## config.mk

```make
export PLATFORM = sky130hd
export DESIGN_NAME = pftb_front_flat
export DESIGN_NICKNAME = d
export VERILOG_FILES = /design/src/pftb_pkg.sv /design/src/pftb_pkt_if.sv /design/src/pftb_front.sv /design/src/flat_wrapper.sv
export SDC_FILE = /design/constraint.sdc
export NUM_CORES = 1
export LEC_CHECK = 0
export ABC_AREA = 1
export BUFFER_PORTS_ARGS = -buffer_cell sky130_fd_sc_hd__buf_2
export CAP_MARGIN = 20
export CORE_AREA = 8 8 161 148
export DETAILED_ROUTE_END_ITERATION = 16
export DIE_AREA = 0 0 169 156
export PLACE_DENSITY_LB_ADDON = 0.08
export SETUP_SLACK_MARGIN = 0.15
export SLEW_MARGIN = 0
export SYNTH_ARGS = -nofsm -noshare
export SYNTH_HDL_FRONTEND = slang
export SYNTH_SLANG_ARGS = --single-unit
```

## constraint.sdc

```tcl
create_clock -name clk -period 8.1 [get_ports clk]
set_input_delay 0 -clock clk [delete_from_list [all_inputs] [get_ports clk]]
set_output_delay 0 -clock clk [all_outputs]
set_load 0.01 [all_outputs]
```

## src/pftb_pkg.sv

```systemverilog
package pftb_pkg;

  localparam int FLOWS      = 16;
  localparam int IDX_W      = (FLOWS > 1) ? $clog2(FLOWS) : 1;
  localparam int PORT_W     = 16;
  localparam int TIME_W     = 64;
  localparam int CARRY_W    = 30;
  localparam int BUCKET_W   = 16;
  localparam int RATE_W     = 30;
  localparam int CNT_W      = 64;
  localparam int CFG_IDX_W  = 2;
  localparam int CFG_DATA_W = 30;
  localparam int QUEUE_DEPTH = 2;

  localparam logic [CARRY_W-1:0] NS_PER_SEC = CARRY_W'(1000000000);

  localparam logic [BUCKET_W-1:0] BUCKET_RESET = BUCKET_W'(100);
  localparam logic [RATE_W-1:0]   RATE_RESET   = RATE_W'(1000);

  // configuration register indexes
  localparam logic [CFG_IDX_W-1:0] REG_BUCKET = CFG_IDX_W'(0);
  localparam logic [CFG_IDX_W-1:0] REG_RATE   = CFG_IDX_W'(1);

  typedef enum logic [2:0] {
    OUT_KNOWN_ADMIT = 3'd0,
    OUT_KNOWN_DROP  = 3'd1,
    OUT_NEW_FLOW    = 3'd2,
    OUT_TABLE_FULL  = 3'd3,
    OUT_DISABLED    = 3'd4
  } outcome_t;

  // item as classified by the front end
  typedef struct packed {
    logic [PORT_W-1:0] port;
    logic [TIME_W-1:0] now;
    logic              disabled;
  } item_t;

  // one flow table entry
  typedef struct packed {
    logic [PORT_W-1:0]   port;
    logic [TIME_W-1:0]   stamp;
    logic [CARRY_W-1:0]  carry;
    logic [BUCKET_W-1:0] tokens;
    logic [CNT_W-1:0]    sent;
    logic [CNT_W-1:0]    dropped;
  } entry_t;

  // queue handshake between front and back
  typedef struct packed {
    logic  valid;
    item_t item;
  } queue_head_t;

endpackage

```

## src/pftb_pkt_if.sv

```systemverilog
interface pftb_pkt_if import pftb_pkg::*; ();
  logic              valid;
  logic              ready;
  logic [PORT_W-1:0] flow_port;
  logic [TIME_W-1:0] now_ns;
  modport source (output valid, flow_port, now_ns, input ready);
  modport sink (input valid, flow_port, now_ns, output ready);
endinterface

```

## src/pftb_front.sv

```systemverilog
module pftb_front import pftb_pkg::*; (
  input  logic                clk,
  input  logic                rst,
  pftb_pkt_if.sink            pkt,
  input  logic [BUCKET_W-1:0] bucket_size,
  output queue_head_t         head,
  input  logic                pop
);

  localparam int CNT_BITS = $clog2(QUEUE_DEPTH + 1);
  localparam int PTR_BITS = (QUEUE_DEPTH > 1) ? $clog2(QUEUE_DEPTH) : 1;

  item_t               slots [QUEUE_DEPTH];
  logic [PTR_BITS-1:0] wr_ptr;
  logic [PTR_BITS-1:0] rd_ptr;
  logic [CNT_BITS-1:0] count;
  logic                push;
  logic                do_pop;
  item_t               incoming;

  assign pkt.ready = (count < CNT_BITS'(QUEUE_DEPTH));
  assign push      = pkt.valid && pkt.ready;
  assign do_pop    = pop && (count != '0);

  // classify: a zero bucket drops everything
  always_comb begin
    incoming.port     = pkt.flow_port;
    incoming.now      = pkt.now_ns;
    incoming.disabled = (bucket_size == '0);
  end

  assign head.valid = (count != '0);
  assign head.item  = slots[rd_ptr];

  // queue pointers
  always_ff @(posedge clk) begin
    if (rst) begin
      wr_ptr <= '0;
      rd_ptr <= '0;
      count  <= '0;
    end else begin
      if (push) begin
        wr_ptr <= (wr_ptr == PTR_BITS'(QUEUE_DEPTH - 1)) ? '0 : wr_ptr + 1'b1;
      end
      if (do_pop) begin
        rd_ptr <= (rd_ptr == PTR_BITS'(QUEUE_DEPTH - 1)) ? '0 : rd_ptr + 1'b1;
      end
      count <= count + CNT_BITS'(push) - CNT_BITS'(do_pop);
    end
  end

  // queue storage
  always_ff @(posedge clk) begin
    if (push) begin
      slots[wr_ptr] <= incoming;
    end
  end

endmodule

```

## src/flat_wrapper.sv

```systemverilog
// flat-port wrapper written by rule: the top's interface ports become plain ports
module pftb_front_flat import pftb_pkg::*;
  (clk, rst, bucket_size, head, pop, pkt_valid, pkt_flow_port, pkt_now_ns, pkt_ready);
  pftb_pkt_if pkt_i ();
  input  logic clk;
  input  logic rst;
  input  logic [BUCKET_W-1:0] bucket_size;
  output queue_head_t head;
  input  logic pop;
  input wire logic [$bits(pkt_i.valid)-1:0] pkt_valid;
  input wire logic [$bits(pkt_i.flow_port)-1:0] pkt_flow_port;
  input wire logic [$bits(pkt_i.now_ns)-1:0] pkt_now_ns;
  output wire logic [$bits(pkt_i.ready)-1:0] pkt_ready;
  assign pkt_i.valid = pkt_valid;
  assign pkt_i.flow_port = pkt_flow_port;
  assign pkt_i.now_ns = pkt_now_ns;
  assign pkt_ready = pkt_i.ready;
  pftb_front u_core (.clk(clk), .rst(rst), .pkt(pkt_i), .bucket_size(bucket_size), .head(head), .pop(pop));
endmodule
```

* Word-level counts from Yosys, hierarchy flattened
Memory sizes are Yosys's and may differ from the RTL's. A register that Yosys moved wholly into a read port is not among the register bits.
Cells that the tools add are included.
** Storage, ports and cells
- Bits in registers :: 4
- Logic and storage cells :: 19
- Memory bits (writable) :: 162
- Memories kept :: 1
- Bits of input ports :: 100
** Memories
- u_core.slots :: depth 2, bits a word 81, rd ports 1, clocked after Yosys merged registers in 1, wr ports 1, line pftb_front.sv:13 : item_t slots [QUEUE_DEPTH];
** Cells by class
- $add $sub $neg :: 4
- Reductions and logical operators :: 4
- Mux-type cells :: 6
- $lt $le $gt $ge :: 1
** Operators by type and width (count)
- logical NOT 16 bit :: 1
- 2-to-1 mux 1 bit :: 6
- adder 1 bit (second input constant) :: 2
- adder 2 x 1 -> 2 bit :: 1
- logical AND 1 bit :: 2
- less-than comparator 2 bit (second input constant) :: 1
- nonzero test 2 bit :: 1
- subtractor 2 x 1 -> 2 bit :: 1

* Logic depth before layout (Yosys ltp)
Gate-level depths: netlist (run 1).
- Word-level depth :: 4
- Depth in mapped cells :: 10
- Mapped depth without buffers :: 10

* Worst setup path after synthesis (run 1)
OpenSTA, ideal clock, no wires.
- Path kind :: reg-to-reg
- From :: reg u_core.count[1]
- To :: mem u_core.slots[0][0] (netlist name) (enable)
- Slack :: 3.636 ns
- Clock period less this slack :: 4.464 ns
- Cell stages (with the launch flop) :: 4
- Arrival :: 3.943 ns
- Setup time :: 0.521 ns
- Cells stage by stage :: dfxtp_1 > inv_1 > nand2_1 > nor2_1
** Between the ends
- Cells in the longest elaborated chain, start to end :: 4
** RTL lines
- from (decl) :: line pftb_front.sv:16 : logic [CNT_BITS-1:0] count;
- from (signal assigned) :: line pftb_front.sv:48 : count <= count + CNT_BITS'(push) - CNT_BITS'(do_pop);
- less-than comparator 2 bit :: line pftb_front.sv:21 : assign pkt.ready = (count < CNT_BITS'(QUEUE_DEPTH));
- net pkt_ready :: line flat_wrapper.sv:13 : output wire logic [$bits(pkt_i.ready)-1:0] pkt_ready;
- logical AND 1 bit :: line pftb_front.sv:22 : assign push = pkt.valid && pkt.ready;
- 2-to-1 mux 1 bit :: line pftb_front.sv:54 : if (push) begin
- 2-to-1 mux 1 bit (not written as such) :: line pftb_front.sv:55 : slots[wr_ptr] <= incoming;
- to (decl) :: line pftb_front.sv:13
The timed path passes the listed nets, and every way through them passes these cells.

==> results of run 1 <==
[worst reg2reg max path, cell delays in order, from the launching register on]
cell and delay, ns:
dfxtp_1 0.31, inv_1 0.12, nand2_1 0.18, nor2_4 0.11
buf_4 0.49, buf_4 0.62
[sequential cells by signal (all words and copies together) (netlist names), named ones only]
signal         flops
u_core.count       2
u_core.rd_ptr      1
u_core.slots     162
u_core.wr_ptr      1
[repair_timing]
item,CTS,global route
gates resized for setup,0,0
endpoints found under the hold margin,165,0
hold buffers,82,0
setup buffers,0,0
endpoints found under the setup margin,0,0
[layer usage]
metal	wire length, um	track usage	part of all wire
met5	0	0	0
met2	6490	0.174	0.47
met1	5800	0.122	0.42
met4	182	0.0392	0.013
met3	1210	0.0476	0.088
[per-stage QoR]
stage / hold slack [ns] / area, um2 / std cells
final: 0.0521 / 9130 / 901
after CTS: 0.0335 / 9130 / 900
after global routing: 0.0647 / 9130 / 901
after detailed placement: 0.191 / 7760 / 786
after global placement: 0.181 / 7760 / 786
after floorplan: 0.0712 / 6600 / 317
[logic make-up after synthesis]
logic type | Yosys count | share of synthesized area
compound gates | 2 | 0.00152
mux | 81 | 0.184
simple gates | 34 | 0.0201
fa+ha+maj | 2 | 0.00379
flops | 167 | 0.752
buf+inv | 31 | 0.0385
[area by class of cell]
| type | count | area, um2 | share of cell area |
|---|---|---|---|
| antenna | 1 | 2.50 | 0.000274 |
| timing repair buffer | 269 | 1770 | 0.194 |
| inverter | 22 | 82.6 | 0.00905 |
| sequential | 167 | 4970 | 0.544 |
| multi-input combinational | 119 | 1400 | 0.153 |
| clock buffer | 17 | 425 | 0.0466 |
| tap | 291 | 364 | 0.0399 |
| clock inverter | 15 | 120 | 0.0132 |
[worst paths after layout]
check	endpoint	slack, ns	depth (start not counted)
min reg2reg	flop	0.50	2
max	head[78]	5.49	3
min	u_core.slots[1][0]$_DFFE_PP_	0.05	6
max reg2reg	u_core.slots[0][10]$_DFFE_PP_	5.88	5
[cells in the final DEF, fill, tap and decap left out]
cell           instances
inv_6                  3
buf_2                182
ha_1                   2
nor2_4                 2
clkinv_4               2
buf_4                  5
inv_1                 22
dlygate4sd3_1         82
dfxtp_1                4
a21oi_1                1
inv_8                  3
dfxtp_4                1
mux2_2                 1
clkinv_1               2
diode_2                1
edfxtp_1             162
clkbuf_16             17
clkinvlp_4             4
nand3_1                2
nand2_1               14
clkinv_2               1
and2_1                 1
nor2_1                15
o21ai_0                1
mux2_4                80
[report_power, final]
group,total (mW),switching (mW),leakage [nW],internal (mW)
sequential,1.18,0.0633,1.55,1.12
combinational,0.680,0.325,1.85,0.355
clock,0.741,0.342,0.257,0.399
==> impl_metrics.yaml, run 1 <==
timing:
  slew-limit-headroom: 0.461
  worst_slack_ns: 5.49
  worst-slew-pin-transition_ns: 0.808
  tns_ns: 0
  fmax_mhz: 384
  period_minus_slack_ns: 2.61
  final_hold_viol_count: 0
  setup_viol: 0
  layout_worst_path_cycle_share: 0.322
  rsz0062_at_grt: "false"
  final-max-slew-violation-count: 0
  fin_skew_ns: 0.00760
setup_path:
  timing.critical_path.required_ns: 8.10
  timing.critical_path.from_type: "flop"
  worstPathBufferInverterCount: 2
  cpMaxStageDelayCell: "dfxtp_4"
  cp_top_family: "buffers and inverters"
  path_cells: "buf_4, mux2_2, buf_2"
  timing.setup.critical_path_class: "reg -> out"
  r2r_start: "u_core.count[1]$_SDFF_PP0_"
  cp_max_fanout: 42
  crit_arrival_ns: 2.61
  crit_path_end_kind: "output pin"
  timing.critical_path.slowest_cell_delay_ns: 0.86
floorplanning:
  cell_rows: 51
  dieHeight_um: 156
  floorplan.initialDensity: 0.311
  die_area_um2: 26400
  io_pins: 183
  core-area_um2: 21200
  chipWidth_um: 169
final_layout:
  number_of_nets_in_the_layout: 698
  num-fill-cells: 1963
  drive_gt1_frac: 0.494
  post-route-util: 0.431
  flow.area_growth_from_synthesis_pct: 38.3
synth:
  post-synth-top-count-cell: "edfxtp_1"
  post-synth-top-area-cell: "edfxtp_1"
  synth_largest_type_area_fraction: 0.737
  synthesized_instance_count: 317
  synthTopCellsByCount: "edfxtp_1 (162), mux2_4 (80), inv_1 (22)"
  ys_types: 14
  postSynthRegisterBits: 167
  synthesis.nets: 419
  synth-warning-count: 0
  synth-edff-count: 162
  synth_seq_area_share: 0.752
  async_flop_share: 0
  synth_area_um2: 6600
  cell_types_occupying_the_most_area_after_synthesis: "edfxtp_1 (74%), mux2_4 (18%), buf_12 (2.4%), dfxtp_1 (1.5%), inv_1 (1.3%)"
  synth_area_per_cell_um2: 20.8
  synth_ff_type: "edfxtp_1"
clock_network:
  insertion_delay_ns: 0.41
  clk_pin_slew_worst_paths_ns: 0.07
  tritoncts: "done"
  ctsLongestPathBuffers: 2
  clock-root-buffer: "clkbuf_16"
  cts_buffers: 17
  ctsHtreeMaxLevel: 4
  clock_sink_count: 167
worst_hold_path:
  start_point_of_the_worst_hold_path: "bucket_size[5]"
  holdCritPathClass: "in -> reg"
drt:
  drc: 0
  vias: 3645
  viasPerCell: 4.05
  antenna_viol_nets_final: 0
  route.final.wire_length_um: 13700
  routedWlPerCell_um: 15.2
  dr.first_iter.drc_count: 106
  drtPass1Iterations: 4
placed_design:
  dpl_worst_slack_ns: 5.82
  dp_hpwl_um: 8890
  port-buffer-count: 182
  place_congestion: 0.681
global_routing:
  grt_pass1_vias: 4091
  grt_usage: 0.106
  grt.overflow.total: 0
  global_route_wire_length_before_repair_um: 21400
  grt_max_degree: 43
  antenna_violations_before_repair: 1
power:
  design_power_total_mw: 2.60
  cellLeakagePower_nw: 3.66
  p_per_area_nw_per_um2: 285
  vdd_ir_drop_max_uv: 181
outcome:
  run_status: "finished, final reports clean"
flow_run:
  drv_cap: 0
(Power assumes the default switching activity.)
==> inputs of run 2 (changes only) <==
--- a/config.mk
+++ b/config.mk
@@ -5,12 +5,12 @@
 export SDC_FILE = /design/constraint.sdc
 export NUM_CORES = 1
 export LEC_CHECK = 0
-export ABC_AREA = 1
+export ABC_AREA = 0
 export BUFFER_PORTS_ARGS = -buffer_cell sky130_fd_sc_hd__buf_2
 export CAP_MARGIN = 20
-export CORE_AREA = 8 8 161 148
+export CORE_AREA = 8 8 160 147
 export DETAILED_ROUTE_END_ITERATION = 16
-export DIE_AREA = 0 0 169 156
+export DIE_AREA = 0 0 168 155
 export PLACE_DENSITY_LB_ADDON = 0.08
 export SETUP_SLACK_MARGIN = 0.15
 export SLEW_MARGIN = 0
==> constraint.sdc (replaced) <==
create_clock -name clk -period 2.1 [get_ports clk]
set_input_delay 0 -clock clk [delete_from_list [all_inputs] [get_ports clk]]
set_output_delay 0 -clock clk [all_outputs]
set_load 0.01 [all_outputs]
==> run 2 against run 1 <==
  * Total power rose to 4.0 times the previous value
  * Flip-flop and latch count did not move
  * Largest power group unchanged
  * Clock-buffer cell count up 1
  * Worst hold slack got worse by 0.031 ns
  * Routed wire length is 1.3% higher
  * Non-clock buffer count increased by 5
  * Combinational power rose to 4.3 times the previous value
  * Sequential share of layout area is 0.13 points higher
  * Core utilization up 0.29 points
  * Setup slack worse by 5.1 ns
==> impl_metrics.yaml, run 2 <==
outcome:
  run_status: "finished, final reports clean"
final_layout:
  seq_cell_area_um2: 4970
  largest_registers: "u_core.slots x162, u_core.count x2"
  drive_gt1_frac: 0.532
  layout_common_cells: "buf_2 (182), edfxtp_1 (162), dlygate4sd3_1 (81)"
  num-fill-cells: 1879
  largest_register_ff_count: 162
  flow.area_growth_from_synthesis_pct: 39.9
  design_area_um2: 9100
  top_register: "u_core.slots"
  number_of_nets_in_the_layout: 667
  leading_cell_type_in_the_layout_fill_and_taps_excluded: "buf_2"
  multiInputGateArea_um2: 1370
clock_network:
  ctsHtreeMaxLevel: 4
  tritoncts: "done"
  clock_sink_count: 167
  insertion_delay_ns: 0.42
  clock-root-buffer: "clkbuf_16"
  clk_pin_slew_worst_paths_ns: 0.06
  post_cts.resized_instances: 0
  cts_buffers: 17
  ctsLongestPathBuffers: 2
placed_design:
  port-buffer-count: 182
  dp_hpwl_um: 9370
  placedInstanceArea_um2: 7730
  place_congestion: 0.673
worst_hold_path:
  holdCritPathClass: "in -> reg"
  hold_path_endpoint: "u_core.rd_ptr$_SDFFE_PP0P_"
  hold-path-cell-count: 4
  start_point_of_the_worst_hold_path: "pop"
drt:
  route.final.wire_length_um: 13900
  viasPerCell: 4.17
  vias: 3514
  dr.first_iter.drc_count: 111
  antenna_viol_nets_final: 0
  drtPass1Iterations: 4
  drc: 0
  routedWlPerCell_um: 16.4
synth:
  synth_area_um2: 6510
  ys_types: 17
  synth_ff_type: "edfxtp_1"
  post-synth-top-area-cell: "edfxtp_1"
  synth-warning-count: 0
  synthesized_instance_count: 281
  postSynthRegisterBits: 167
  synth-edff-count: 162
  synth_largest_type_area_fraction: 0.748
  synthTopCellsByCount: "edfxtp_1 (162), mux2_4 (80), buf_12 (8)"
  async_flop_share: 0
  cell_types_occupying_the_most_area_after_synthesis: "edfxtp_1 (75%), mux2_4 (18%), buf_12 (2.5%), dfxtp_1 (1.5%), xnor2_1 (0.54%)"
  synthesis.nets: 383
  post-synth-top-count-cell: "edfxtp_1"
  synth_seq_area_share: 0.763
  synth_area_per_cell_um2: 23.2
timing:
  fmax_mhz: 577
  period_minus_slack_ns: 1.73
  final_hold_viol_count: 0
  slew-limit-headroom: 0.713
  rsz0062_at_grt: "false"
  layout_worst_path_cycle_share: 0.825
  final-max-slew-violation-count: 0
  setup_viol: 0
  fin_skew_ns: 0.00918
  fin_hold_ws_ns: 0.0208
  worst-slew-pin-transition_ns: 0.431
floorplanning:
  dieHeight_um: 155
  floorplan.initialDensity: 0.310
  die_area_um2: 26000
  cell_rows: 51
  io_pins: 183
  chipWidth_um: 168
  core-area_um2: 21000
global_routing:
  grt_max_degree: 51
  grt.overflow.total: 0
  global_route_wire_length_before_repair_um: 21300
  antenna_violations_before_repair: 1
  grt_pass1_vias: 3984
  grt_usage: 0.107
setup_path:
  cp_max_fanout: 12
  worst-r2r-cell-count: 3
  timing.critical_path.required_ns: 2.10
  crit_path_end_kind: "output pin"
  worst_r2r_endpoint: "u_core.slots[1][78]$_DFFE_PP_"
  setup.reg_to_reg.worst_slack_ns: 0.48
  worstPathBufferInverterCount: 2
  timing.critical_path.from_type: "flop"
  timing.setup.critical_path_class: "reg -> out"
  cp_top_family: "flip-flops"
  path_cells: "buf_4, mux2_2, buf_2"
  crit_arrival_ns: 1.73
  r2r_start: "u_core.count[1]$_SDFF_PP0_"
  timing.critical_path.slowest_cell_delay_ns: 0.51
  cpMaxStageDelayCell: "dfxtp_4"
power:
  p_per_area_nw_per_um2: 1130
  internal-power_mw: 7.44
  switching_power_mw: 2.85
  vdd_ir_drop_max_uv: 545
  power_frac_seq: 0.430
  power.combinational.fraction: 0.286
  cellLeakagePower_nw: 3.58
  switching_part_of_the_total: 0.277
  power_share_of_the_clock_group: 0.284
flow_run:
  drv_cap: 0
-- run 2: cell types whose count changed after synthesis --
cell,previous run,this run
nand3_1,2,0
a21oi_1,1,0
o21a_1,0,1
and2b_1,0,1
nor4_1,0,4
nor2b_1,0,2
nor2_1,17,4
inv_1,22,3
o21ai_0,1,0
nand2_1,14,1
xnor2_1,0,4
and4_1,0,1
-- run 2: cell families (layout without fill, tap and decap cells) --
group | count (synthesis) | in the layout | synth area share
DFF | 167 | 167 | 0.763
and+or+nand+nor | 14 | 14 | 0.0121
AOI/OAI and AO/OA | 1 | 1 | 0.00115
other | 0 | 1 | 0
xor gates and xnor gates | 4 | 4 | 0.00538
muxes | 81 | 81 | 0.186
buffers and inverters | 12 | 308 | 0.0281
adders and majority gates | 2 | 2 | 0.00385
-- run 2: metal layers --
metal / vias up / part of all wire / GRT usage
li1: 1674 / - / -
met1: 1719 / 0.44 / 0.127
met2: 107 / 0.48 / 0.171
met3: 14 / 0.074 / 0.0451
met4: 0 / 0.012 / 0.0421
met5: - / 0 / 0
-- run 2: final cells by class --
class | instances | area share
clock buffers | 18 | 0.0471
flip-flops and latches | 167 | 0.546
inverters | 3 | 0.00124
repair buffers | 274 | 0.205
clock inverters | 13 | 0.0135
multi-input cells | 102 | 0.150
diodes | 1 | 0.000275
well taps | 265 | 0.0364
-- run 2: worst max-delay path by stage --
stage | start | endpoint | slack, ns | cells after the start
floorplan | u_core.count[1]$_SDFF_PP0_ | u_core.slots[0][0]$_DFFE_PP_ | -0.13 | 2
global placement | u_core.count[1]$_SDFF_PP0_ | u_core.slots[1][66]$_DFFE_PP_ | 0.49 | 3
detailed placement | u_core.count[1]$_SDFF_PP0_ | u_core.slots[1][71]$_DFFE_PP_ | 0.46 | 3
CTS | flop | head[78] | 0.31 | 3
global route | flop | head[78] | 0.28 | 3
finish | flop | head[78] | 0.37 | 3
-- run 2: power by group through the flow --
stage                     Combinational [mW]  Sequential [mW]  Clock, mW
after floorplan                         2.03             4.44          0
after global placement                  2.85             4.52          0
after detailed placement                2.85             4.54          0
after CTS                               3.03             4.44       3.03
after global routing                    3.19             4.47       3.18
final                                   2.94             4.43       2.93
-- run 2: timing repair --
action / 4_1_cts / 5_1_grt
hold endpoints to repair: 165 / 0
setup buffers: 1 / 0
hold buffers: 81 / 0
endpoints found under the setup margin: 1 / 0
-- run 2: worst min-delay path, cell delays in order --
cell and delay [ns]:
buf_2 0.08, o21a_1 0.15, xnor2_1 0.09, nor2_1 0.08
-- run 2: through the flow --
step / std cells / util / worst slack [ns] / TNS (ns) / total power [mW]
floorplan: 281 / - / -0.134 / -10.84 / 6.47
global placement: 729 / 0.368 / 0.486 / 0 / 7.37
detailed placement: 729 / 0.368 / 0.460 / 0 / 7.39
CTS: 842 / 0.434 / 0.311 / 0 / 10.5
global route: 843 / 0.434 / 0.283 / 0 / 10.8
finish: 843 / 0.434 / 0.368 / 0 / 10.3
